**src/hw/rtl/marked_frame_receiver_top_macros.svh**
```systemverilog
// Assertion helpers used by the receiver deframer.
`ifndef MARKED_FRAME_RECEIVER_TOP_MACROS_SVH
`define MARKED_FRAME_RECEIVER_TOP_MACROS_SVH
`ifndef SYNTHESIS
// Same-cycle implication.
`define MFR_ASSERT_NOW(label, clk, rst, ante, cons, msg) \
   label: assert property (@(posedge clk) disable iff (rst) (ante) |-> (cons)) \
      else $error(msg);
// Next-cycle implication.
`define MFR_ASSERT_NEXT(label, clk, rst, ante, cons, msg) \
   label: assert property (@(posedge clk) disable iff (rst) (ante) |=> (cons)) \
      else $error(msg);
`else
`define MFR_ASSERT_NOW(label, clk, rst, ante, cons, msg)
`define MFR_ASSERT_NEXT(label, clk, rst, ante, cons, msg)
`endif
`endif

```
**src/hw/rtl/mfr_pkg.sv**
```systemverilog
package mfr_pkg;

   localparam int BYTE_W  = 8;
   localparam int COUNT_W = 9;
   localparam int KIND_W  = 3;
   localparam int INDEX_W = 2;

   localparam logic [BYTE_W-1:0]  START_MARK_RESET = 8'd170;
   localparam logic [BYTE_W-1:0]  END_MARK_RESET   = 8'd85;
   localparam logic [COUNT_W-1:0] MAX_BYTES_RESET  = 9'd64;

   typedef enum logic [KIND_W-1:0] {
      KIND_PAYLOAD  = 3'd0,
      KIND_GOOD     = 3'd1,
      KIND_CHECKSUM = 3'd2,
      KIND_NO_END   = 3'd3,
      KIND_OVERFLOW = 3'd4
   } mfr_kind_type;

   typedef enum logic [INDEX_W-1:0] {
      CSR_START_MARK = 2'd0,
      CSR_END_MARK   = 2'd1,
      CSR_MAX_BYTES  = 2'd2
   } mfr_csr_index_type;

   typedef enum logic [5:0] {
      PH_HUNT = 6'b000001,
      PH_CMD  = 6'b000010,
      PH_LEN  = 6'b000100,
      PH_PAY  = 6'b001000,
      PH_CHK  = 6'b010000,
      PH_ENDM = 6'b100000
   } mfr_phase_type;

   typedef struct packed {
      logic [BYTE_W-1:0]  start_mark;
      logic [BYTE_W-1:0]  end_mark;
      logic [COUNT_W-1:0] max_frame_bytes;
   } mfr_cfg_type;

   typedef struct packed {
      logic              fire;
      logic [BYTE_W-1:0] rx_byte;
   } mfr_step_type;

   typedef struct packed {
      logic              valid;
      mfr_kind_type      kind;
      logic [BYTE_W-1:0] payload_byte;
      logic [BYTE_W-1:0] payload_index;
      logic [BYTE_W-1:0] command_id;
      logic [BYTE_W-1:0] payload_length;
      logic              frame_done;
   } mfr_result_type;

endpackage

```
**src/hw/rtl/mfr_if.sv**
```systemverilog
interface mfr_req_if import mfr_pkg::*; ();
   logic              valid;
   logic              ready;
   logic [BYTE_W-1:0] rx_byte;
   modport source (output valid, output rx_byte, input ready);
   modport sink (input valid, input rx_byte, output ready);
endinterface

interface mfr_rsp_if import mfr_pkg::*; ();
   logic              valid;
   logic              ready;
   logic [KIND_W-1:0] result_kind;
   logic [BYTE_W-1:0] payload_byte;
   logic [BYTE_W-1:0] payload_index;
   logic [BYTE_W-1:0] command_id;
   logic [BYTE_W-1:0] payload_length;
   logic              frame_done;
   modport source (output valid, output result_kind, output payload_byte,
                   output payload_index, output command_id, output payload_length,
                   output frame_done, input ready);
   modport sink (input valid, input result_kind, input payload_byte,
                 input payload_index, input command_id, input payload_length,
                 input frame_done, output ready);
endinterface

interface mfr_csr_if import mfr_pkg::*; ();
   logic               valid;
   logic               ready;
   logic [INDEX_W-1:0] index;
   logic [COUNT_W-1:0] data;
   modport source (output valid, output index, output data, input ready);
   modport sink (input valid, input index, input data, output ready);
endinterface

```
**src/hw/rtl/mfr_csr_regs.sv**
```systemverilog
module mfr_csr_regs import mfr_pkg::*; (
   input  logic        clock,
   input  logic        reset,
   mfr_csr_if.sink     csr,
   output mfr_cfg_type cfg
);

   mfr_cfg_type cfg_ff;
   mfr_cfg_type cfg_in;

   assign csr.ready = 1'b1;
   assign cfg = cfg_ff;

   always_comb begin
      cfg_in = cfg_ff;
      if (csr.valid) begin
         case (csr.index)
            CSR_START_MARK: cfg_in.start_mark      = csr.data[BYTE_W-1:0];
            CSR_END_MARK:   cfg_in.end_mark        = csr.data[BYTE_W-1:0];
            CSR_MAX_BYTES:  cfg_in.max_frame_bytes = csr.data;
            default:        cfg_in = cfg_ff;
         endcase
      end
   end

   always_ff @(posedge clock) begin
      if (reset) begin
         cfg_ff.start_mark      <= START_MARK_RESET;
         cfg_ff.end_mark        <= END_MARK_RESET;
         cfg_ff.max_frame_bytes <= MAX_BYTES_RESET;
      end else begin
         cfg_ff <= cfg_in;
      end
   end

endmodule

```
**src/hw/rtl/mfr_in_stage.sv**
```systemverilog
module mfr_in_stage import mfr_pkg::*; (
   input  logic         clock,
   input  logic         reset,
   mfr_req_if.sink      req,
   input  logic         out_free,
   output mfr_step_type step
);

   logic              in_valid_ff;
   logic              in_valid_in;
   logic [BYTE_W-1:0] in_byte_ff;
   logic              take;

   // Hand the held byte on whenever the result register has room.
   assign step.fire    = in_valid_ff && out_free;
   assign step.rx_byte = in_byte_ff;
   assign req.ready    = !in_valid_ff || step.fire;
   assign take         = req.valid && req.ready;

   always_comb begin
      in_valid_in = in_valid_ff;
      if (take) begin
         in_valid_in = 1'b1;
      end else if (step.fire) begin
         in_valid_in = 1'b0;
      end
   end

   always_ff @(posedge clock) begin
      if (reset) begin
         in_valid_ff <= 1'b0;
      end else begin
         in_valid_ff <= in_valid_in;
      end
   end

   always_ff @(posedge clock) begin
      if (take) begin
         in_byte_ff <= req.rx_byte;
      end
   end

endmodule

```
**src/hw/rtl/mfr_deframer.sv**
```systemverilog
`include "marked_frame_receiver_top_macros.svh"

module mfr_deframer import mfr_pkg::*; (
   input  logic           clock,
   input  logic           reset,
   input  mfr_cfg_type    cfg,
   input  mfr_step_type   step,
   output mfr_result_type result
);

   mfr_phase_type      phase_ff, phase_in;
   logic [BYTE_W-1:0]  command_ff, command_in;
   logic [BYTE_W-1:0]  length_ff, length_in;
   logic [BYTE_W-1:0]  count_ff, count_in;
   logic [BYTE_W-1:0]  sum_ff, sum_in;
   logic [BYTE_W-1:0]  checksum_ff, checksum_in;
   logic [COUNT_W-1:0] frame_count_ff, frame_count_in;

   logic              in_frame;
   logic              have;
   logic              done;
   logic              no_end;
   mfr_kind_type      kind;
   logic [BYTE_W-1:0] pbyte;
   logic [BYTE_W-1:0] pidx;
   logic [BYTE_W-1:0] b;

   assign b = step.rx_byte;

   always_comb begin
      phase_in       = phase_ff;
      command_in     = command_ff;
      length_in      = length_ff;
      count_in       = count_ff;
      sum_in         = sum_ff;
      checksum_in    = checksum_ff;
      frame_count_in = frame_count_ff;
      in_frame       = 1'b0;
      have           = 1'b0;
      done           = 1'b0;
      no_end         = 1'b0;
      kind           = KIND_PAYLOAD;
      pbyte          = '0;
      pidx           = '0;

      case (phase_ff)
         PH_HUNT: begin
            if (b == cfg.start_mark) begin
               command_in     = '0;
               length_in      = '0;
               count_in       = '0;
               sum_in         = '0;
               checksum_in    = '0;
               frame_count_in = COUNT_W'(1);
               phase_in       = PH_CMD;
               in_frame       = 1'b1;
            end
         end
         PH_CMD: begin
            command_in     = b;
            sum_in         = b;
            frame_count_in = frame_count_ff + 1'b1;
            phase_in       = PH_LEN;
            in_frame       = 1'b1;
         end
         PH_LEN: begin
            length_in      = b;
            sum_in         = sum_ff + b;
            count_in       = '0;
            frame_count_in = frame_count_ff + 1'b1;
            phase_in       = (b != '0) ? PH_PAY : PH_CHK;
            in_frame       = 1'b1;
         end
         PH_PAY: begin
            have           = 1'b1;
            pbyte          = b;
            pidx           = count_ff;
            sum_in         = sum_ff + b;
            count_in       = count_ff + 1'b1;
            frame_count_in = frame_count_ff + 1'b1;
            if (count_in >= length_ff) begin
               phase_in = PH_CHK;
            end
            in_frame       = 1'b1;
         end
         PH_CHK: begin
            checksum_in    = b;
            frame_count_in = frame_count_ff + 1'b1;
            phase_in       = PH_ENDM;
            in_frame       = 1'b1;
         end
         PH_ENDM: begin
            phase_in = PH_HUNT;
            if (b != cfg.end_mark) begin
               // Drop the frame; this byte is not a start candidate.
               frame_count_in = '0;
               no_end         = 1'b1;
            end else begin
               frame_count_in = frame_count_ff + 1'b1;
               have           = 1'b1;
               done           = 1'b1;
               kind           = (sum_ff == checksum_ff) ? KIND_GOOD : KIND_CHECKSUM;
               in_frame       = 1'b1;
            end
         end
         default: begin
            phase_in       = PH_HUNT;
            frame_count_in = '0;
         end
      endcase

      result.valid          = 1'b0;
      result.kind           = kind;
      result.payload_byte   = pbyte;
      result.payload_index  = pidx;
      result.command_id     = command_in;
      result.payload_length = length_in;
      result.frame_done     = done;

      if (no_end) begin
         result.valid      = 1'b1;
         result.kind       = KIND_NO_END;
         result.frame_done = 1'b1;
      end else if (in_frame && frame_count_in >= cfg.max_frame_bytes) begin
         // Overflow overrides whatever this byte would have reported.
         phase_in              = PH_HUNT;
         frame_count_in        = '0;
         result.valid          = 1'b1;
         result.kind           = KIND_OVERFLOW;
         result.payload_byte   = '0;
         result.payload_index  = '0;
         result.frame_done     = 1'b1;
      end else if (in_frame) begin
         if (done) begin
            frame_count_in = '0;
         end
         result.valid = have;
      end
   end

   always_ff @(posedge clock) begin
      if (reset) begin
         phase_ff       <= PH_HUNT;
         command_ff     <= '0;
         length_ff      <= '0;
         count_ff       <= '0;
         sum_ff         <= '0;
         checksum_ff    <= '0;
         frame_count_ff <= '0;
      end else if (step.fire) begin
         phase_ff       <= phase_in;
         command_ff     <= command_in;
         length_ff      <= length_in;
         count_ff       <= count_in;
         sum_ff         <= sum_in;
         checksum_ff    <= checksum_in;
         frame_count_ff <= frame_count_in;
      end
   end

   `MFR_ASSERT_NEXT(a_done_to_hunt, clock, reset, step.fire && result.valid && result.frame_done, phase_ff == PH_HUNT, "closing result did not return to hunting")
   `MFR_ASSERT_NOW(a_pay_count, clock, reset, phase_ff == PH_PAY, count_ff < length_ff, "payload count reached declared length in payload phase")
   `MFR_ASSERT_NOW(a_hunt_count, clock, reset, phase_ff == PH_HUNT, frame_count_ff == '0, "frame byte count not cleared while hunting")

endmodule

```
**src/hw/rtl/mfr_out_stage.sv**
```systemverilog
module mfr_out_stage import mfr_pkg::*; (
   input  logic           clock,
   input  logic           reset,
   input  logic           step_fire,
   input  mfr_result_type result,
   output logic           out_free,
   mfr_rsp_if.source      rsp
);

   logic           rsp_valid_ff;
   logic           rsp_valid_in;
   mfr_result_type rsp_data_ff;
   logic           load;

   assign out_free = !rsp_valid_ff || rsp.ready;
   assign load     = step_fire && result.valid;

   always_comb begin
      rsp_valid_in = rsp_valid_ff;
      if (load) begin
         rsp_valid_in = 1'b1;
      end else if (rsp.ready) begin
         rsp_valid_in = 1'b0;
      end
   end

   always_ff @(posedge clock) begin
      if (reset) begin
         rsp_valid_ff <= 1'b0;
      end else begin
         rsp_valid_ff <= rsp_valid_in;
      end
   end

   always_ff @(posedge clock) begin
      if (load) begin
         rsp_data_ff <= result;
      end
   end

   assign rsp.valid          = rsp_valid_ff;
   assign rsp.result_kind    = rsp_data_ff.kind;
   assign rsp.payload_byte   = rsp_data_ff.payload_byte;
   assign rsp.payload_index  = rsp_data_ff.payload_index;
   assign rsp.command_id     = rsp_data_ff.command_id;
   assign rsp.payload_length = rsp_data_ff.payload_length;
   assign rsp.frame_done     = rsp_data_ff.frame_done;

endmodule

```
**src/hw/rtl/marked_frame_receiver_top.sv**
```systemverilog
// Marked frame receiver: takes one received byte per item on req, hunts for the
// start mark, then reads command, length, that many payload bytes, a checksum
// byte (sum of command, length and payload, mod 256) and the end mark. Each
// payload byte comes out on rsp as a payload item with its index; the frame
// closes with one status item (good, checksum error, end mark missing or
// overflow). A frame whose byte count reaches max_frame_bytes aborts as
// overflow. The block takes one byte per cycle sustained while rsp takes its
// items; a byte is held in the input register, then goes through the phase
// logic into the result register, and a full result register stalls req.
// Write csr only while no byte is in flight.
module marked_frame_receiver_top import mfr_pkg::*; (
   input  logic      clock,
   input  logic      reset,
   mfr_req_if.sink   req,
   mfr_rsp_if.source rsp,
   mfr_csr_if.sink   csr
);

   mfr_cfg_type    cfg;
   mfr_step_type   step;
   mfr_result_type result;
   logic           out_free;

   // Hold the configuration registers.
   mfr_csr_regs u_csr (
      .clock (clock),
      .reset (reset),
      .csr   (csr),
      .cfg   (cfg)
   );

   // Register the incoming byte; advance it when the result side has room.
   mfr_in_stage u_in (
      .clock    (clock),
      .reset    (reset),
      .req      (req),
      .out_free (out_free),
      .step     (step)
   );

   // Advance the frame phase and build this byte's result.
   mfr_deframer u_deframer (
      .clock  (clock),
      .reset  (reset),
      .cfg    (cfg),
      .step   (step),
      .result (result)
   );

   // Hold the result item until rsp takes it.
   mfr_out_stage u_out (
      .clock     (clock),
      .reset     (reset),
      .step_fire (step.fire),
      .result    (result),
      .out_free  (out_free),
      .rsp       (rsp)
   );

endmodule
```
**src/flat_wrapper.sv**
```systemverilog
// flat-port wrapper written by rule: the top's interface ports become plain ports
module marked_frame_receiver_top_flat import mfr_pkg::*;
  (clock, reset, req_valid, req_rx_byte, req_ready, rsp_valid, rsp_result_kind, rsp_payload_byte, rsp_payload_index, rsp_command_id, rsp_payload_length, rsp_frame_done, rsp_ready, csr_valid, csr_index, csr_data, csr_ready);
  mfr_req_if req_i ();
  mfr_rsp_if rsp_i ();
  mfr_csr_if csr_i ();
  input  logic clock;
  input  logic reset;
  input wire logic [$bits(req_i.valid)-1:0] req_valid;
  input wire logic [$bits(req_i.rx_byte)-1:0] req_rx_byte;
  output wire logic [$bits(req_i.ready)-1:0] req_ready;
  output wire logic [$bits(rsp_i.valid)-1:0] rsp_valid;
  output wire logic [$bits(rsp_i.result_kind)-1:0] rsp_result_kind;
  output wire logic [$bits(rsp_i.payload_byte)-1:0] rsp_payload_byte;
  output wire logic [$bits(rsp_i.payload_index)-1:0] rsp_payload_index;
  output wire logic [$bits(rsp_i.command_id)-1:0] rsp_command_id;
  output wire logic [$bits(rsp_i.payload_length)-1:0] rsp_payload_length;
  output wire logic [$bits(rsp_i.frame_done)-1:0] rsp_frame_done;
  input wire logic [$bits(rsp_i.ready)-1:0] rsp_ready;
  input wire logic [$bits(csr_i.valid)-1:0] csr_valid;
  input wire logic [$bits(csr_i.index)-1:0] csr_index;
  input wire logic [$bits(csr_i.data)-1:0] csr_data;
  output wire logic [$bits(csr_i.ready)-1:0] csr_ready;
  assign req_i.valid = req_valid;
  assign req_i.rx_byte = req_rx_byte;
  assign req_ready = req_i.ready;
  assign rsp_valid = rsp_i.valid;
  assign rsp_result_kind = rsp_i.result_kind;
  assign rsp_payload_byte = rsp_i.payload_byte;
  assign rsp_payload_index = rsp_i.payload_index;
  assign rsp_command_id = rsp_i.command_id;
  assign rsp_payload_length = rsp_i.payload_length;
  assign rsp_frame_done = rsp_i.frame_done;
  assign rsp_i.ready = rsp_ready;
  assign csr_i.valid = csr_valid;
  assign csr_i.index = csr_index;
  assign csr_i.data = csr_data;
  assign csr_ready = csr_i.ready;
  marked_frame_receiver_top u_core (.clock(clock), .reset(reset), .req(req_i), .rsp(rsp_i), .csr(csr_i));
endmodule
```
**config.mk**
```make
export PLATFORM = sky130hd
export DESIGN_NAME = marked_frame_receiver_top_flat
export DESIGN_NICKNAME = d
export VERILOG_FILES = /design/src/hw/rtl/mfr_pkg.sv /design/src/hw/rtl/mfr_if.sv /design/src/hw/rtl/mfr_csr_regs.sv /design/src/hw/rtl/mfr_in_stage.sv /design/src/hw/rtl/mfr_deframer.sv /design/src/hw/rtl/mfr_out_stage.sv /design/src/hw/rtl/marked_frame_receiver_top.sv /design/src/flat_wrapper.sv
export VERILOG_INCLUDE_DIRS = /design/src /design/src/hw/rtl
export SDC_FILE = /design/constraint.sdc
export NUM_CORES = 1
export LEC_CHECK = 0
export ABC_CLOCK_PERIOD_IN_PS = 5090
export BUFFER_PORTS_ARGS = -buffer_cell sky130_fd_sc_hd__buf_2
export CAP_MARGIN = 20
export CELL_PAD_IN_SITES_DETAIL_PLACEMENT = 1
export CELL_PAD_IN_SITES_GLOBAL_PLACEMENT = 2
export CORE_MARGIN = 2
export CORE_UTILIZATION = 34
export DETAILED_ROUTE_END_ITERATION = 16
export PLACE_DENSITY = 0.84
export SYNTH_ARGS = -nofsm -noshare
export SYNTH_HDL_FRONTEND = slang
export SYNTH_SLANG_ARGS = --single-unit
```
**constraint.sdc**
```tcl
create_clock -name clock -period 5.09 [get_ports clock]
set_clock_uncertainty 0.1 [all_clocks]
set_input_delay 0.2545 -clock clock [delete_from_list [all_inputs] [get_ports clock]]
set_output_delay 0.2545 -clock clock [all_outputs]
set_load 0.01 [all_outputs]
```
# [Yosys cells after proc, flatten, opt, wreduce, memory -nomap -nowiden]
# Cells that the tools add are included.
[word_totals] register_bits=126 word_cells=102 output_inout_bits=39 input_bits=24
[op_classes] order_cmp=2 n_mux=42 add_sub_neg=3 n_reduce_logical=24 eq_ne=12
[op_table] cell="2-to-1 mux 9 bit" count=6
[op_table] cell="one-hot mux 8 bit (2 select lines)" count=3
[op_table] cell="one-hot mux 8 bit (3 select lines)" count=2
[op_table] cell="2-to-1 mux 8 bit" count=5
[op_table] cell="one-hot mux 6 bit (5 select lines)" count=1
[op_table] cell="one-hot mux 9 bit (3 select lines)" count=1
[op_table] cell="2-to-1 mux 6 bit" count=4
[op_table] cell="2-to-1 mux 19 bit" count=1
[op_table] cell="equality test 8 bit" count=2
[op_table] cell="2-to-1 mux 16 bit" count=1
[op_table] cell="2-to-1 mux 1 bit" count=11
[op_table] cell="adder 9 x 1 -> 9 bit, second input constant" count=1
[op_table] cell="greater-or-equal comparator 9 bit" count=1
[op_table] cell="AND reduction 3 bit" count=3
[op_table] cell="adder 8 x 1 -> 8 bit, second input constant" count=1
[op_table] cell="adder 8 bit" count=1
[op_table] cell="greater-or-equal comparator 8 bit" count=1
[op_table] cell="!= test 8 bit" count=1
[op_table] cell="nonzero test 8 bit" count=1
[op_table] cell="equality test 6 x 1 -> 1 bit, second input constant" count=1
[op_table] cell="equality test 6 x 2 -> 1 bit, second input constant" count=1
[op_table] cell="equality test 6 x 3 -> 1 bit, second input constant" count=1
[op_table] cell="equality test 6 x 4 -> 1 bit, second input constant" count=1
[op_table] cell="equality test 6 x 5 -> 1 bit, second input constant" count=1
[op_table] cell="18 further kinds" count=31

# [Logic depth before layout (Yosys ltp)]
# Gate-level depths: netlist (run 1).
[depth] ltp_word=9 mapped_depth=19 ltp_nobuf=17

# [Cells and area by module]
# From an unflattened synthesis (run 1), not the netlist that was laid out.
[hier_totals] hier_cells=677 hier_area_um2=6543.8
[modules_own_cells] mod="mfr_deframer" area_each_um2=4041.4 cells_each=517 n_inst=1 seq_area_each_um2=1101.1
[modules_own_cells] mod="mfr_out_stage" area_each_um2=1131.1 cells_each=41 n_inst=1 seq_area_each_um2=1101.1
[modules_own_cells] mod="mfr_csr_regs" area_each_um2=1068.5 cells_each=105 n_inst=1 seq_area_each_um2=500.5
[modules_own_cells] mod="mfr_in_stage" area_each_um2=302.8 cells_each=14 n_inst=1 seq_area_each_um2=260.2

# [Worst setup path after synthesis (run 1)]
# No wires, ideal clock.
[synth_path] path_type="register -> register" from="reg u_core.u_deframer.phase_ff[2]" to="reg u_core.u_out.rsp_data_ff, in the netlist u_core.u_out.rsp.command_id[0] (enable)" n_path_buf=3 path_stages_with_launch=17 required_ns=4.549 setup_ns=0.441 synth_period_minus_slack_ns=5.555 setup_slack_ns=-0.465 arrival_time_ns=5.013 cell_sequence="dfxtp_1 -> buf_6 -> or3b_1 -> or4_1 -> and2_1 -> and2_1 -> clkbuf_1 -> o22a_1 -> ha_1 -> nand2b_1 -> a21oi_1 -> maj3_2 -> a21boi_1 -> o211ai_2 -> nand2_2 -> buf_6 -> a21oi_1"
[synth_between] elab_chain_len=8 elab_cells_between_ends=17 cone_classes="1 x order compare; 6 x eq/ne; 7 x mux; 3 x reduce/logical"
[synth_rtl] item="from (decl)" line_no="mfr_deframer.sv:11" rtl="mfr_phase_type phase_ff, phase_in;"
[synth_rtl] item="from (signal assigned)" line_no="mfr_deframer.sv:151" rtl="phase_ff <= phase_in;"
[synth_rtl] item="equality test 6 x 4 -> 1 bit (tied with other cells)" line_no="mfr_deframer.sv:46" rtl="case (phase_ff)"
[synth_rtl] item="OR reduction 4 bit (no line)"
[synth_rtl] item="one-hot mux 9 bit (3 select lines)" line_no="mfr_deframer.sv:46"
[synth_rtl] item="greater-or-equal comparator 9 bit" line_no="mfr_deframer.sv:124" rtl="end else if (in_frame && frame_count_in >= cfg.max_frame_bytes) begin"
[synth_rtl] item="logical AND 1 bit" line_no="mfr_deframer.sv:124"
[synth_rtl] item="2-to-1 mux 1 bit" line_no="mfr_deframer.sv:124"
[synth_rtl] item="2-to-1 mux 4 bit *" line_no="mfr_deframer.sv:120" rtl="if (no_end) begin"
[synth_rtl] item="logical AND 1 bit *" line_no="mfr_out_stage.sv:16" rtl="assign load = step_fire && result.valid;"
[synth_rtl] item="via u_core.u_out.load" line_no="mfr_out_stage.sv:13" rtl="logic load;"
[synth_rtl] item="to (signal assigned)" line_no="mfr_out_stage.sv:37" rtl="rsp_data_ff <= result;"
[synth_rtl] item="to (decl)" line_no="mfr_out_stage.sv:12" rtl="mfr_result_type rsp_data_ff;"
# Mark *: on every way through the listed nets, which the timed path passes. The rest lies on a longest branch.
# A chain may end at the register's enable or synchronous reset.

# [Final worst setup path (run 1)]
[layout_path] from="reg u_core.u_deframer.phase_ff[4]" to="reg u_core.u_out.rsp_data_ff, in the netlist u_core.u_out.rsp.command_id[6] (enable)"
# The elaborated chain is that of the path after synthesis.

==> results of run 1 <==
[Yosys cell counts, types with 3 or more instances]
library cell,instances,share of area (%)
and2_1,13,1.3
a22oi_1,19,2.2
nor2b_1,7,0.69
a21oi_1,39,3.1
nor3_1,5,0.39
o31ai_1,11,1.3
xor2_1,15,2.1
edfxtp_1,44,21
xnor2_1,24,3.3
o21ai_0,29,2.3
ha_1,24,4.7
or2_2,5,0.49
nor4_1,3,0.30
a22o_1,9,1.2
o211a_1,3,0.47
a211oi_1,8,0.95
buf_2,3,0.24
clkbuf_1,31,1.8
a31oi_1,4,0.39
or4_1,3,0.35
buf_1,3,0.18
nand2_1,75,4.4
nor3b_1,3,0.35
nand3b_1,6,0.71
inv_1,22,1.3
dfxtp_1,82,26
mux2i_1,24,3.8
o21a_1,3,0.35
nand2b_1,7,0.69
a21o_1,5,0.59
a32o_1,10,1.6
nor2_1,56,3.3
and3_1,21,2.1
buf_6,5,0.89
nand3_1,8,0.63
nand4_1,6,0.59
o211ai_1,3,0.35
[cells by family after synthesis]
| family | Yosys count |
|---|---|
| buffers and inverters | 66 |
| muxes | 24 |
| adders and majority gates | 26 |
| DFF | 126 |
| xor gates and xnor gates | 39 |
| and+or+nand+nor | 228 |
| AOI/OAI and AO/OA | 155 |
| other | 1 |
[area by class of cell]
cell class | count | area (sq um) | area share, %
inverter | 23 | 86.33 | 1.131
multi-input combinational | 473 | 3113 | 40.79
timing repair buffer | 91 | 570.5 | 7.477
clock inverter | 15 | 186.4 | 2.443
tap | 229 | 286.5 | 3.755
sequential | 126 | 2963 | 38.83
clock buffer | 17 | 425.4 | 5.575
[metrics by stage]
stage / std cells / utilization [%] / worst slack (ns) / hold WS [ns]
2_1_floorplan: 665 / - / 0.2640 / 0.2534
3_3_place_gp: 926 / 37.77 / 0.5660 / 0.3352
3_5_place_dp: 926 / 37.77 / 0.3870 / 0.3342
4_1_cts: 974 / 42.02 / 0.3674 / 0.01289
5_1_grt: 974 / 42.05 / 0.08964 / 0.03103
6_report: 974 / 42.05 / 0.4372 / 0.03508
[path summary, 6_finish.rpt]
| path | from | end | depth (start not counted) | slack (ns) |
|---|---|---|---|---|
| setup reg to reg | u_core.u_deframer.phase_ff[4] | u_core.u_out.rsp.command_id[6] | 16 | 0.44 |
| hold reg to reg | u_core.u_deframer.length_ff[3] | u_core.u_deframer.length_ff[3] | 2 | 0.36 |
| setup / recovery | u_core.u_deframer.phase_ff[4] | u_core.u_out.rsp.command_id[6] | 16 | 0.44 |
| hold / removal | csr_data[4] | u_core.u_csr.cfg[13] | 3 | 0.04 |
[state kept, by name, indices dropped and copies added (netlist names)]
signal                            cells
u_core.u_in.in_valid_ff               1
u_core.u_deframer.count_ff            8
u_core.u_in.in_byte_ff                8
u_core.u_csr.cfg                     25
u_core.u_deframer.checksum_ff         8
u_core.u_out.rsp.frame_done           1
u_core.u_out.rsp.payload_index        8
u_core.u_deframer.sum_ff              8
u_core.u_out.rsp.payload_byte         8
u_core.u_out.rsp.valid                1
u_core.u_out.rsp.payload_length       8
u_core.u_deframer.command_ff          8
u_core.u_deframer.phase_ff            6
u_core.u_out.rsp.command_id           8
u_core.u_out.rsp.result_kind          3
u_core.u_deframer.length_ff           8
u_core.u_deframer.frame_count_ff      9
[cell usage in the layout, fill, tap and decap left out, types with 17 or more instances in the layout]
cell type,Yosys,routed
dfxtp_1,82,82
nand2_1,75,75
buf_2,3,61
nor2_1,56,56
edfxtp_1,44,44
a21oi_1,39,38
o21ai_0,29,29
xnor2_1,24,24
mux2i_1,24,24
ha_1,24,24
inv_1,22,22
and3_1,21,21
a22oi_1,19,19
clkbuf_16,0,17
[layer usage]
metal  vias to the layer above  share of wire (%)
met2                       136                 49
met3                        32                4.4
met4                         0                2.3
li1                       2513                  -
met5                         -                  0
met1                      2563                 44
[where the power goes]
| part | leakage [nW] | internal (mW) | switching (mW) |
|---|---|---|---|
| registers | 1.08 | 1.05 | 0.0166 |
| logic | 1.67 | 0.0487 | 0.0680 |
| clock network | 0.292 | 0.776 | 0.485 |
[timing repair]
| action | CTS | global route |
|---|---|---|
| hold buffers | 16 | 0 |
| hold endpoints to repair | 18 | 0 |
| setup endpoints to repair | 0 | 36 |
| setup buffers | 0 | 0 |
| resized for setup | 0 | 1 |
[worst max-delay path, stage by stage, from the launching register on]
cell and delay, ns:
dfxtp_1 0.45, or3b_1 0.41, or4_1 0.48, and2_1 0.21, and2_1 0.30, nand2b_1 0.21
o21ai_0 0.23, ha_1 0.29, a21o_1 0.18, a21o_1 0.17, a21oi_1 0.19, a31oi_1 0.10
nor2_1 0.18, o211ai_2 0.14, nand2_4 0.27, a21oi_4 0.08, buf_4 0.32
==> results_dict.tcl, run 1 <==
set metrics [dict create \
    dp.final_hpwl_um 12840 \
    synthMuxAreaShare_pct 3.785 \
    grt_pass1_vias 5483 \
    ant_nets 0 \
    synth_cell_types 61 \
    via_per_inst 5.384 \
    grt_antenna_before_repair 0 \
    drt-wirelength-per-cell_um 18.46 \
    io-pin-count 63 \
    clkLatencyLatePin_ns 0.43 \
    hold_class "in -> reg" \
    layout_worst_path_cycle_share_pct 91.41 \
    std_cell_rows 49 \
    cp-end-kind "register" \
    cts.sinks 126 \
    met1_usage_pct 22.89 \
    synth-adder-area-share_pct 5.224 \
    peakVddDrop_mv 0.2528 \
    dieWidth_um 140.6 \
    arrival_ns 4.68 \
    grt-busiest-layer "met2" \
    remaining_drc_errors 0 \
    routed_wl_um 17980 \
    power_mw 2.444 \
    ys_seq_area_share_pct 46.68 \
    tightest_slew_ns 1.075 \
    synth-compound-area-share_pct 16.64 \
    clock-root-buffer "clkbuf_16" \
    final_cell_area_sq_mm 0.007631 \
    status "completed" \
    htreeDepth 4 \
    crit_fanout 36 \
    finalHoldViolCount 0 \
    track_usage_pct 18.61 \
    synth_top_family_by_area "simple AND/OR/NAND/NOR gates" \
    diodes 0 \
    post-route-min-period_ns 4.653 \
    synth-seq-cells 126 \
    yosys.area_share.simple_pct 17.62 \
    synth_edf_count 44 \
    rsz0062_at_grt "no" \
    port_buffers 61 \
    die_h_um 140.6 \
    core_sq_mm 0.01815 \
    ys_warn_count 0 \
    start_kind "register" \
    drt_pass1_iterations 5 \
    fp.dieArea_sq_mm 0.01978 \
    worst-endpoint-required_ns 5.12 \
    slew_viol_final 0 \
    cts.clk_slew.worst_paths_ns 0.06 \
    power_density_mw_per_mm2 320.2 \
    tns_ns 0 \
    setup_viol_count_final 0 \
    synth_xor_area_share_pct 5.381 \
    path_class "reg -> reg" \
    grt.overflow.total 0 \
    met2_usage_pct 31.81 \
    nNetsFinal 781 \
    slew-limit-headroom_pct 28.10 \
    maxCapViolCount 0 \
    num_vias 5244 \
    syn_inst 665 \
    nFillCells 2095 \
    syn_area_sq_mm 0.006347 \
    numCtsBuffers 17 \
    gp_congestion 0.8278 \
    layout-drive-gt1-share_pct 16.51 \
    place_area_sq_mm 0.006854 \
    p_leak_nw 3.047 \
    avgSynthCellArea_sq_um 9.545 \
    syn_nets 714 \
    syn_to_final_growth_pct 20.22 \
    grt_pass1_wl_um 28620 \
    async_flop_share_pct 0 \
    max_clock_freq_mhz 214.9 \
    drt_iter0_drc 332 \
    cts_buffer_depth 2 \
    start_util_pct 34.98 \
    cts_tree "done" \
    grt_max_degree 37 \
    use_met3_pct 3.736 \
    synthFlopType "dfxtp_1" \
]
No activity file was read; power rests on OpenSTA's default activity.
==> inputs of run 2 (changes only) <==
--- a/config.mk
+++ b/config.mk
@@ -6,13 +6,14 @@
 export SDC_FILE = /design/constraint.sdc
 export NUM_CORES = 1
 export LEC_CHECK = 0
+export ABC_AREA = 1
 export ABC_CLOCK_PERIOD_IN_PS = 5090
 export BUFFER_PORTS_ARGS = -buffer_cell sky130_fd_sc_hd__buf_2
 export CAP_MARGIN = 20
 export CELL_PAD_IN_SITES_DETAIL_PLACEMENT = 1
 export CELL_PAD_IN_SITES_GLOBAL_PLACEMENT = 2
 export CORE_MARGIN = 2
-export CORE_UTILIZATION = 34
+export CORE_UTILIZATION = 32
 export DETAILED_ROUTE_END_ITERATION = 16
 export PLACE_DENSITY = 0.84
 export SYNTH_ARGS = -nofsm -noshare
==> results_dict.tcl, run 2 <==
set metrics [dict create \
    async_flop_share_pct 0 \
    synthMuxAreaShare_pct 0 \
    final_common_cell "nand2_1" \
    power_density_mw_per_mm2 317.9 \
    critical-path-max-stage-delay_ns 0.55 \
    slew_viol_final 0 \
    track_usage_pct 17.81 \
    layout_common_cells "nand2_1, inv_1, a21oi_1" \
    diodes 0 \
    cp-end-kind "register" \
    place_ws_ns 1.080 \
    arrival_ns 3.95 \
    largest_reg_flops 25 \
    maxCapViolCount 0 \
    synth_cell_types 49 \
    tightest_slew_ns 1.005 \
    crit_path_top_delay_cell "edfxtp_1" \
    routed_wl_um 18230 \
    grt.overflow.total 0 \
    final_cell_area_sq_mm 0.007730 \
    place_area_sq_mm 0.007030 \
    post-route-min-period_ns 3.983 \
    layout_worst_path_cycle_share_pct 78.24 \
    tns_ns 0 \
    synth_top_area_share_pct 25.32 \
    finalHoldViolCount 0 \
    drt_iter0_drc 330 \
    slew-limit-headroom_pct 32.90 \
    rsz0062_at_grt "no" \
    synth_top_family_by_area "simple AND/OR/NAND/NOR gates" \
    ant_nets 0 \
    fp.dieArea_sq_mm 0.02141 \
    drt-wirelength-per-cell_um 15.87 \
    via_per_inst 4.842 \
    worst_slack_ns 1.107 \
    syn_inst 794 \
    critPathTopFamily "simple AND/OR/NAND/NOR gates" \
    core_sq_mm 0.02004 \
    drt_pass1_iterations 4 \
    synth_xor_area_share_pct 2.027 \
    crit_fanout 36 \
    final_util_pct 38.57 \
    synth_most_common_cell "nand2_1" \
    grt_pass1_vias 5600 \
    port_buffers 61 \
    yosys.area_share.simple_pct 21.71 \
    start_util_pct 32.35 \
    clkLatencyLatePin_ns 0.42 \
    path_cells "inv_2 > nand2_1 > nand2_1 > nor2_2 > nand2_2 > inv_2 > nand3_2 > nand2_2 > inv_1 > o32ai_1 > ha_1 > nand4_1 > nor2_1 > nand3_1 > nor2_1 > nor2_2 > nand2_2 > nand2_4 > nand3_1 > nand2_1 > inv_1 > buf_4" \
    grt_antenna_before_repair 0 \
    synth-compound-area-share_pct 15.65 \
    num_vias 5563 \
    grt_pass1_wl_um 29840 \
    cts.clk_slew.worst_paths_ns 0.06 \
    cts_tree "done" \
    synth_edf_count 44 \
    htreeDepth 4 \
    std_cell_rows 52 \
    power_mw 2.457 \
    layout-drive-gt1-share_pct 17.97 \
    path_class "reg -> reg" \
    worstRegToRegCells 22 \
    worst-endpoint-required_ns 5.06 \
    dp.final_hpwl_um 13300 \
    die_h_um 146.3 \
    ys_seq_area_share_pct 45.71 \
    synth-seq-cells 126 \
    clock-root-buffer "clkbuf_16" \
    synth-adder-area-share_pct 4.941 \
    post_cts_resized 0 \
    cts_buffer_depth 2 \
    max_clock_freq_mhz 251.1 \
    remaining_drc_errors 0 \
    gp_congestion 0.8508 \
    syn_nets 843 \
    cp.depth 22 \
    peakVddDrop_mv 0.2393 \
    synth_largest_area_cell "dfxtp_1" \
    synthTopCellsByCount "nand2_1, inv_1, a21oi_1" \
    synthFlopType "dfxtp_1" \
    nNetsFinal 915 \
    hold_class "in -> reg" \
    grt_max_degree 54 \
    dieWidth_um 146.3 \
    numCtsBuffers 17 \
    ys_warn_count 0 \
    avgSynthCellArea_sq_um 8.164 \
    io-pin-count 63 \
    hold_depth 3 \
    setup_viol_count_final 0 \
    cp.buffers_inverters 5 \
    cts.sinks 126 \
    synthTopCellsByArea "dfxtp_1, edfxtp_1, nand2_1, inv_1, a21oi_1" \
    p_leak_nw 3.297 \
    status "completed" \
    syn_area_sq_mm 0.006482 \
    syn_to_final_growth_pct 19.24 \
    start_kind "register" \
]
run 2: report_power, final:
| group | internal [mW] | leakage [nW] | switching (mW) |
|---|---|---|---|
| logic | 0.0631 | 1.95 | 0.119 |
| registers | 1.07 | 1.07 | 0.0229 |
| clock network | 0.717 | 0.279 | 0.470 |
run 2: worst min-delay path, cell delays in order:
cell and delay, ns:
buf_2 0.11, nor2_1 0.05, nor2_1 0.08
run 2: through the flow:
stage               hold WS, ns  instances
finish                  0.01108       1149
global route            0.01697       1149
CTS                    0.003502       1149
detailed placement       0.3357       1105
global placement         0.3317       1105
floorplan                0.2534        794
run 2: final timing paths:
kind                                         to                       from  slack (ns)
max reg2reg  u_core.u_out.rsp.payload_length[1]  u_core.u_in.in_byte_ff[2]        1.11
min                         u_core.u_csr.cfg[0]                csr_data[0]        0.01
max          u_core.u_out.rsp.payload_length[1]  u_core.u_in.in_byte_ff[2]        1.11
min reg2reg                 u_core.u_csr.cfg[4]        u_core.u_csr.cfg[4]        0.36
run 2: layer usage:
layer  global-route usage, %  part of all wire (%)  vias to the layer above
met5                       0                     0                        -
met4                   5.583                   1.3                        0
met3                   3.156                   3.3                       19
met2                   29.43                    47                       94
met1                   23.82                    48                     2657
li1                        -                     -                     2793
run 2: logic make-up (layout without fill, tap and decap cells):
logic type               after synthesis  count (layout)
AO/OA/AOI/OAI                        182             182
other                                  1               1
buffers and inverters                159             244
XOR/XNOR                              15              15
AND/OR/NAND/NOR                      286             286
adder cells (fa/ha/maj)               25              25
flip-flops                           126             126
run 2: layout make-up:
type	instances	area [sq um]
fill	2438	12310
timing repair buffer	79	470.5
inverter	133	501.7
multi-input combinational	509	2878
clock buffer	21	471.7
sequential	126	2963
clock inverter	11	107.6
tap	270	337.8
run 2: what timing repair did:
action,CTS,global route
hold endpoints to repair,13,0
hold buffers,12,0
buffers inserted,0,0
